<file path="src/rtl/mvr_pkg.sv">
// shared types and constants for the midi voice router and note tracker
package mvr_pkg;

  localparam int NOTES       = 128;
  localparam int NOTE_W      = 7;
  localparam int CHAN_W      = 4;
  localparam int SLOT_W      = 2;
  localparam int COUNT_OUT_W = 32;

  // configuration register widths and port sizes
  localparam int DV_CHAN_W   = 16;
  localparam int DV_NOTE_W   = 28;
  localparam int DV_EN_W     = 4;
  localparam int TRK_CHAN_W  = 12;
  localparam int TRK_EN_W    = 3;
  localparam int CFG_DATA_W  = 28;
  localparam int CFG_IDX_W   = 3;

  localparam logic [DV_CHAN_W-1:0] DV_CHAN_RST = 16'h9999;

  // register indexes
  localparam logic [CFG_IDX_W-1:0] CFG_DV_CHAN  = 3'd0;
  localparam logic [CFG_IDX_W-1:0] CFG_DV_NOTE  = 3'd1;
  localparam logic [CFG_IDX_W-1:0] CFG_DV_EN    = 3'd2;
  localparam logic [CFG_IDX_W-1:0] CFG_TRK_CHAN = 3'd3;
  localparam logic [CFG_IDX_W-1:0] CFG_TRK_EN   = 3'd4;

  localparam logic signed [7:0] NOTE_NONE = -8'sd1;

  typedef enum logic [1:0] {
    EV_NOTE_ON  = 2'd0,
    EV_NOTE_OFF = 2'd1,
    EV_CLOCK    = 2'd2,
    EV_OTHER    = 2'd3
  } mvr_kind_t;

  typedef enum logic [2:0] {
    RK_IGNORED  = 3'd0,
    RK_CLOCK    = 3'd1,
    RK_DRUM_HIT = 3'd2,
    RK_NOTE_ON  = 3'd3,
    RK_NOTE_OFF = 3'd4,
    RK_OTHER    = 3'd5
  } mvr_rkind_t;

  typedef struct packed {
    mvr_kind_t          kind;
    logic [CHAN_W-1:0]  channel;
    logic [NOTE_W-1:0]  note;
  } mvr_in_t;

  typedef struct packed {
    mvr_rkind_t              result_kind;
    logic [SLOT_W-1:0]       slot;
    logic signed [7:0]       highest_note;
    logic [COUNT_OUT_W-1:0]  event_count;
  } mvr_out_t;

endpackage

</file>
<file path="src/rtl/midi_voice_router_note_tracker.sv">
// midi voice router and note tracker: drum matching, track routing, note maps
// path: the input register loads at the input accept edge, the result register when
//   the word fires, which waits while the output stalls; map update and encode sit between
// throughput: one word per cycle, back to back on a track, unless the output stalls
// reset: synchronous, active low; clears valids, counters and note maps,
//   sets every track's highest note to -1 and the registers to their defaults
module midi_voice_router_note_tracker
  import mvr_pkg::*;
#(
  parameter int DRUM_VOICES    = 4,
  parameter int MELODIC_TRACKS = 3,
  parameter int COUNT_BITS     = 32
) (
  input  logic                   clk,
  input  logic                   rst_n,
  input  logic                   in_valid,
  output logic                   in_ready,
  input  mvr_in_t                in_data,
  output logic                   out_valid,
  input  logic                   out_ready,
  output mvr_out_t               out_data,
  input  logic                   cfg_we,
  input  logic [CFG_IDX_W-1:0]   cfg_index,
  input  logic [CFG_DATA_W-1:0]  cfg_data
);

  localparam int VOI_IW = (DRUM_VOICES > 1) ? $clog2(DRUM_VOICES) : 1;
  localparam int TRK_IW = (MELODIC_TRACKS > 1) ? $clog2(MELODIC_TRACKS) : 1;

  // highest set bit of a byte, msb of result flags any bit set
  function automatic logic [3:0] top8(input logic [7:0] b);
    logic       any;
    logic [2:0] idx;
    any = 1'b0;
    idx = 3'd0;
    for (int i = 0; i < 8; i++) begin
      if (b[i]) begin
        any = 1'b1;
        idx = 3'(i);
      end
    end
    return {any, idx};
  endfunction

  // highest set bit of the note map as two levels of byte encoders
  function automatic logic signed [7:0] top128(input logic [NOTES-1:0] m);
    logic [15:0] gany;
    logic [2:0]  gidx [16];
    logic [3:0]  r;
    logic [3:0]  hi;
    logic [3:0]  lo;
    logic [3:0]  grp;
    logic signed [7:0] res;
    for (int g = 0; g < 16; g++) begin
      r       = top8(m[8*g +: 8]);
      gany[g] = r[3];
      gidx[g] = r[2:0];
    end
    hi  = top8(gany[15:8]);
    lo  = top8(gany[7:0]);
    grp = hi[3] ? {1'b1, hi[2:0]} : {1'b0, lo[2:0]};
    if (hi[3] || lo[3]) begin
      res = $signed({1'b0, grp, gidx[grp]});
    end else begin
      res = NOTE_NONE;
    end
    return res;
  endfunction

  // configuration
  logic [DV_CHAN_W-1:0]  cfg_dv_chan_r;
  logic [DV_NOTE_W-1:0]  cfg_dv_note_r;
  logic [DV_EN_W-1:0]    cfg_dv_en_r;
  logic [TRK_CHAN_W-1:0] cfg_trk_chan_r;
  logic [TRK_EN_W-1:0]   cfg_trk_en_r;

  // handshake and pipeline registers
  logic     in_vld_r;
  mvr_in_t  in_q_r;
  logic     out_vld_r;
  mvr_out_t out_q_r;
  logic     fire;

  // tracker state
  logic [NOTES-1:0]      map_r          [MELODIC_TRACKS];
  logic signed [7:0]     trk_highest_r  [MELODIC_TRACKS];
  logic [NOTE_W-1:0]     trk_last_note_r[MELODIC_TRACKS];
  logic [COUNT_BITS-1:0] trk_on_cnt_r   [MELODIC_TRACKS];
  logic [COUNT_BITS-1:0] voice_hits_r   [DRUM_VOICES];
  logic [COUNT_BITS-1:0] drum_total_r;
  logic [NOTE_W-1:0]     drum_last_note_r;
  logic [COUNT_BITS-1:0] clk_pulses_r;

  // datapath
  logic                  drum_hit;
  logic [VOI_IW-1:0]     voi_sel;
  logic                  trk_hit;
  logic [TRK_IW-1:0]     trk_sel;
  logic [NOTES-1:0]      note_bit;
  logic [NOTES-1:0]      map_nxt;
  logic signed [7:0]     top_nxt;
  logic [COUNT_BITS-1:0] clk_pulses_nxt;
  logic [COUNT_BITS-1:0] voice_cnt_nxt;
  logic [COUNT_BITS-1:0] trk_cnt_nxt;
  mvr_out_t              res_nxt;

  assign fire      = in_vld_r && (!out_vld_r || out_ready);
  assign in_ready  = !in_vld_r || fire;
  assign out_valid = out_vld_r;
  assign out_data  = out_q_r;

  always_comb begin
    drum_hit = 1'b0;
    voi_sel  = '0;
    // descending scan so the lowest matching voice wins
    for (int v = DRUM_VOICES - 1; v >= 0; v--) begin
      if (cfg_dv_en_r[v] && (cfg_dv_chan_r[CHAN_W*v +: CHAN_W] == in_q_r.channel) &&
          (cfg_dv_note_r[NOTE_W*v +: NOTE_W] == in_q_r.note) &&
          (in_q_r.kind == EV_NOTE_ON)) begin
        drum_hit = 1'b1;
        voi_sel  = VOI_IW'(v);
      end
    end

    trk_hit = 1'b0;
    trk_sel = '0;
    for (int t = MELODIC_TRACKS - 1; t >= 0; t--) begin
      if (cfg_trk_en_r[t] && (cfg_trk_chan_r[CHAN_W*t +: CHAN_W] == in_q_r.channel)) begin
        trk_hit = 1'b1;
        trk_sel = TRK_IW'(t);
      end
    end

    note_bit = {{(NOTES-1){1'b0}}, 1'b1} << in_q_r.note;
    unique case (in_q_r.kind)
      EV_NOTE_ON:  map_nxt = map_r[trk_sel] | note_bit;
      EV_NOTE_OFF: map_nxt = map_r[trk_sel] & ~note_bit;
      EV_CLOCK:    map_nxt = map_r[trk_sel];
      EV_OTHER:    map_nxt = map_r[trk_sel];
      default:     map_nxt = map_r[trk_sel];
    endcase
    top_nxt = top128(map_nxt);

    clk_pulses_nxt = clk_pulses_r + 1'b1;
    voice_cnt_nxt  = voice_hits_r[voi_sel] + 1'b1;
    trk_cnt_nxt    = trk_on_cnt_r[trk_sel] + 1'b1;

    res_nxt.result_kind  = RK_IGNORED;
    res_nxt.slot         = '0;
    res_nxt.highest_note = NOTE_NONE;
    res_nxt.event_count  = '0;
    priority if (in_q_r.kind == EV_CLOCK) begin
      res_nxt.result_kind = RK_CLOCK;
      res_nxt.event_count = COUNT_OUT_W'(clk_pulses_nxt);
    end else if (drum_hit) begin
      res_nxt.result_kind = RK_DRUM_HIT;
      res_nxt.slot        = SLOT_W'(voi_sel);
      res_nxt.event_count = COUNT_OUT_W'(voice_cnt_nxt);
    end else if (trk_hit) begin
      res_nxt.slot         = SLOT_W'(trk_sel);
      res_nxt.highest_note = top_nxt;
      unique case (in_q_r.kind)
        EV_NOTE_ON: begin
          res_nxt.result_kind = RK_NOTE_ON;
          res_nxt.event_count = COUNT_OUT_W'(trk_cnt_nxt);
        end
        EV_NOTE_OFF: res_nxt.result_kind = RK_NOTE_OFF;
        default:     res_nxt.result_kind = RK_OTHER;
      endcase
    end
  end

  always_ff @(posedge clk) begin
    if (!rst_n) begin
      cfg_dv_chan_r    <= DV_CHAN_RST;
      cfg_dv_note_r    <= '0;
      cfg_dv_en_r      <= '0;
      cfg_trk_chan_r   <= '0;
      cfg_trk_en_r     <= '0;
      in_vld_r         <= 1'b0;
      out_vld_r        <= 1'b0;
      drum_total_r     <= '0;
      drum_last_note_r <= '0;
      clk_pulses_r     <= '0;
      for (int t = 0; t < MELODIC_TRACKS; t++) begin
        map_r[t]           <= '0;
        trk_highest_r[t]   <= NOTE_NONE;
        trk_last_note_r[t] <= '0;
        trk_on_cnt_r[t]    <= '0;
      end
      for (int v = 0; v < DRUM_VOICES; v++) begin
        voice_hits_r[v] <= '0;
      end
    end else begin
      if (cfg_we) begin
        unique case (cfg_index)
          CFG_DV_CHAN:  cfg_dv_chan_r  <= cfg_data[DV_CHAN_W-1:0];
          CFG_DV_NOTE:  cfg_dv_note_r  <= cfg_data[DV_NOTE_W-1:0];
          CFG_DV_EN:    cfg_dv_en_r    <= cfg_data[DV_EN_W-1:0];
          CFG_TRK_CHAN: cfg_trk_chan_r <= cfg_data[TRK_CHAN_W-1:0];
          CFG_TRK_EN:   cfg_trk_en_r   <= cfg_data[TRK_EN_W-1:0];
          default: ;
        endcase
      end

      if (in_ready) begin
        in_vld_r <= in_valid;
      end

      if (fire) begin
        out_vld_r <= 1'b1;
      end else if (out_ready) begin
        out_vld_r <= 1'b0;
      end

      if (fire) begin
        priority if (in_q_r.kind == EV_CLOCK) begin
          clk_pulses_r <= clk_pulses_nxt;
        end else if (drum_hit) begin
          voice_hits_r[voi_sel] <= voice_cnt_nxt;
          drum_total_r          <= drum_total_r + 1'b1;
          drum_last_note_r      <= in_q_r.note;
        end else if (trk_hit) begin
          map_r[trk_sel]         <= map_nxt;
          trk_highest_r[trk_sel] <= top_nxt;
          if (in_q_r.kind == EV_NOTE_ON) begin
            trk_last_note_r[trk_sel] <= in_q_r.note;
            trk_on_cnt_r[trk_sel]    <= trk_cnt_nxt;
          end
        end
      end
    end
  end

  always_ff @(posedge clk) begin
    if (in_valid && in_ready) begin
      in_q_r <= in_data;
    end
    if (fire) begin
      out_q_r <= res_nxt;
    end
  end

endmodule

</file>
<file path="config.mk">
export PLATFORM = sky130hd
export DESIGN_NAME = midi_voice_router_note_tracker
export DESIGN_NICKNAME = d
export VERILOG_FILES = /design/src/rtl/mvr_pkg.sv /design/src/rtl/midi_voice_router_note_tracker.sv
export SDC_FILE = /design/constraint.sdc
export NUM_CORES = 2
export LEC_CHECK = 0
export CORE_MARGIN = 10
export CORE_UTILIZATION = 55
export CTS_BUF_LIST = sky130_fd_sc_hd__clkbuf_2 sky130_fd_sc_hd__clkbuf_4 sky130_fd_sc_hd__clkbuf_8
export DETAILED_ROUTE_END_ITERATION = 8
export DONT_BUFFER_PORTS = 1
export GPL_TIMING_DRIVEN = 0
export MAX_ROUTING_LAYER = met4
export PLACE_DENSITY = 0.71
export SYNTH_ARGS = -nofsm -noshare
export SYNTH_HDL_FRONTEND = slang
export SYNTH_SLANG_ARGS = --single-unit
</file>
<file path="constraint.sdc">
create_clock -name clk -period 10.15 [get_ports clk]
set_clock_uncertainty 0.2 [all_clocks]
set_input_delay 0 -clock clk [delete_from_list [all_inputs] [get_ports clk]]
set_output_delay 0 -clock clk [all_outputs]
set_load 0.05 [all_outputs]
</file>
==> summary.md <==
| Metric | Value |
|---|---|
| Status | `completed` |
| Syn avg cell area | `10.54 sq um` |
| Pre-antenna DRT Iters | `9` |
| Hold Slack | `between 0.07 and 0.08 ns` |
| Core Box Area | `roughly 70000 sq um` |
| Critical path's slowest cell | `nor2_1` |
| Mapped Area | `between 30000 and 40000 sq um` |
| Sink Count | `approximately 760` |
| Initial Utilization | `between 50% and 60%` |
| Total number of vias | `roughly 32000` |
| Final cell count without fillers | `around 5000` |
| Final worst-path cycle share | `between 80% and 90%` |
| Maximum clock path buffer count | `3` |
| First-pass GRT wire length | `slightly below 200000 um` |
| Post-route DRC | `0` |
| Total die area | `~80000 sq um` |
| Achievable clock frequency | `117.6 MHz` |
| CP dominant cell by count | `nor2_1` |
| Slew Viols, Final | `0` |
| EDFF count, synth | `between 600 and 700` |
| Sequential Area | `21940 sq um` |
| Max_slew headroom | `under 10%` |
| RSZ-0062 raised after global routing | `false` |
| Syn Nets | `roughly 3700` |
| Wire per inst | `~27 um` |
| Hold buffer count at cts | `around 130` |
| GRT overflow | `0` |
| Sequential area share after synthesis | `between 50% and 60%` |
| Synth async-reset ratio | `0%` |
| Synth Flop Type | `edfxtp_1` |
| Avg Vias per Cell | `about 6.5` |
| PortBufs | `0` |
| Die W | `between 200 and 300 um` |
| Dpl cells | `between 4000 and 5000` |
| Vias in the first global route | `approximately 30000` |
| Total power per unit cell area | `153.4 nW/um^2` |
| Gr usage total | `about a third` |
| H-tree Lvls | `3` |
| Setup Buffers After CTS | `0` |
| Final ANT Viol Nets | `0` |
| Setup crit start kind | `flip-flop` |
| # rows | `96` |
| Final Util | `between 60% and 70%` |
| Leakage Power | `approximately 15 nW` |
| Minimum clock period | `~8.5 ns` |
| Gpl congestion | `1.033` |
| Post-Synthesis Cells | `around 3600` |
| Post-DP HPWL | `between 80000 and 90000 um` |
| WL final | `around 130000 um` |
| Max incr delay on CP | `around 0.83 ns` |
| Clock-pin slew on the worst setup and hold paths | `0.07 ns` |
| MaxCap Viol Count | `0` |
| DRT iter0 DRCs | `between 4000 and 5000` |
| Combined area of the multi-input logic cells | `14790 sq um` |
| Hold crit path type | `in -> reg` |
| Crit-path max FO | `10` |
| Post_cts resized | `0` |
| Nature of the critical path endpoint | `flip-flop` |
| Arrival time at the worst endpoint | `~8.8 ns` |
| Area Growth Syn to Fin | `13.51%` |
| Worst-Margin Slew | `around 1.5 ns` |
| Synth cell types | `~110` |
| Antenna violations before repair | `4` |
| Number of I/O pins | `96` |
| Critical path class | `reg -> reg` |
| Clock Latency Late Sink | `0.79 ns` |
| CTS tree | `yes` |
| Final setup fails | `0` |
| Largest net degree at the start of global routing | `60` |
| CTS Root Buffer Type | `clkbuf_8` |
| Max IR drop VDD | `0.1186 mV` |
| Fin. Hold Viols | `0` |
| Num CTS Buffers | `120` |
| Die height | `roughly 280 um` |
| Cell chain of the critical path | `nor3b_1 > nand4_1 > nor4_1 > nor2_1 > nor2_1 > clkbuf_1 > clkbuf_1 > buf_1 > a211oi_1 > a31oi_1 > ha_1 > o211ai_1 > nor3_4 > nand2_1 > nor2_1 > xor2_1 > o221ai_1 > a21boi_1` |
| Nets | `~3900` |
| Share of cells above drive strength 1 | `between 10 and 15%` |
| Crit path required time | `10.44 ns` |
| Fillers | `roughly 5600` |
| Number of synthesis warnings | `0` |
| Synth Register Bits | `763` |
[cell usage in the layout (no fill, tap or decap), types with 59 or more instances in the layout]
cell type and instances:
nor2_1 779, edfxtp_1 666, nand2_1 418, clkbuf_1 148, dlygate4sd3_1 129, clkbuf_8 124
xnor2_1 107, a21boi_0 101, dfxtp_1 97, nand3_1 95, o32a_1 88, o221ai_1 82
a21oi_1 69, inv_1 69, o21ai_0 68, mux2i_1 67, xor2_1 59
[final cells by class]
| cell class | instances | area share [%] |
|---|---|---|
| clock buffers | 163 | 4.615 |
| plain buffers | 242 | 2.865 |
| diodes | 8 | 0.04621 |
| well taps | 931 | 2.689 |
| flip-flops and latches | 763 | 50.64 |
| repair buffers | 139 | 3.460 |
| clock inverters | 60 | 0.9241 |
| multi-input cells | 2546 | 34.14 |
| inverters | 72 | 0.6238 |
[layer usage]
metal / GRT usage (%) / part of all wire [%] / vias to the layer above
met1: 41.23 / 38 / 15381
met2: 49.15 / 44 / 2285
met4: 17.69 / 6.3 / 0
met3: 7.964 / 12 / 588
met5: - / 0 / -
li1: - / - / 13720
[Yosys cell counts (6+ instances only)]
cell type,n,share of area (%)
a211oi_1,23,0.45
a31oi_1,35,0.57
xnor2_1,107,2.5
mux2_2,15,0.44
clkbuf_1,148,1.5
nor2b_1,28,0.46
buf_2,38,0.50
a21oi_1,69,0.90
nand2b_1,19,0.31
and2_1,35,0.57
mux2i_1,67,1.8
or4_1,11,0.22
nor3b_1,7,0.14
o22ai_1,56,0.92
o21bai_1,6,0.12
buf_1,8,0.079
or3_1,24,0.39
nand4_1,47,0.77
nor3_1,40,0.52
o32a_1,88,2.3
nand2_1,428,4.2
nor2_1,779,7.7
dfxtp_1,97,5.1
buf_4,21,0.41
and3_1,38,0.62
o211ai_1,12,0.24
buf_6,26,0.77
or2_2,14,0.23
nor4_1,16,0.26
xor2_1,59,1.4
o221ai_1,82,1.9
edfxtp_1,666,52
inv_1,69,0.68
o21a_1,23,0.45
nand3_1,95,1.2
o221a_2,9,0.27
o21ai_0,68,0.89
o22a_1,7,0.16
a21boi_0,101,2.0
[critical path: cells and delay by family, from the launching register on]
kind	cells	cell delay [ns]
buffers and inverters	3	1.62
and+or+nand+nor	8	3.64
AOI/OAI and AO/OA	5	1.43
xor gates and xnor gates	1	0.44
DFF	1	0.54
adders and majority gates	1	0.32
[metrics by stage]
stage / setup slack (ns) / power, mW / cell area, sq um / TNS, ns
final: 1.646 / 6.645 / 43330 / 0
after floorplan: 2.469 / 3.854 / 38170 / 0
after global routing: 1.522 / 6.803 / 43320 / 0
after global placement: -3.225 / 3.993 / 39330 / -1224.25
after detailed placement: 2.127 / 3.991 / 39610 / 0
after CTS: 2.136 / 6.607 / 43300 / 0
[path summary, 6_finish.rpt]
kind / startpoint / depth (start not counted) / slack [ns] / to
worst min register to register: cfg_trk_chan_r[3]$_SDFFE_PN0P_ / 2 / 0.28 / cfg_trk_chan_r[3]$_SDFFE_PN0P_
worst max-delay path: in_q_r[11]$_DFFE_PP_ / 18 / 1.65 / out_data[18]$_DFFE_PP_
worst min-delay path: cfg_index[0] / 4 / 0.07 / cfg_trk_chan_r[0]$_SDFFE_PN0P_
worst max register to register: in_q_r[11]$_DFFE_PP_ / 18 / 1.65 / out_data[18]$_DFFE_PP_
[kinds of logic (layout without fill, tap and decap cells)]
logic type | after synthesis | after routing | synth area share, %
adders and majority gates | 3 | 3 | 0.09835
other | 0 | 8 | 0
buffers and inverters | 314 | 676 | 3.960
muxes | 83 | 83 | 2.236
and+or+nand+nor | 1628 | 1628 | 18.94
xor gates and xnor gates | 169 | 169 | 3.937
AOI/OAI and AO/OA | 663 | 663 | 13.35
DFF | 763 | 763 | 57.48
[state kept, by name (all words and copies together) (netlist names), 3 cells and up]
signal          count
map_r             384
voice_hits_r      128
trk_on_cnt_r       96
out_data           45
clk_pulses_r       32
cfg_dv_note_r      28
cfg_dv_chan_r      16
in_q_r             13
cfg_trk_chan_r     12
cfg_dv_en_r         4
cfg_trk_en_r        3
[report_power, final]
part           total [mW]  leakage (nW)  switching [mW]  internal (mW)
Combinational       0.422          6.45           0.297          0.125
Sequential           3.56          7.59          0.0579           3.50
Clock                2.66          1.28            1.30           1.36
Total                6.64          15.3            1.65           4.99
Power figures use the tool's default switching activity.
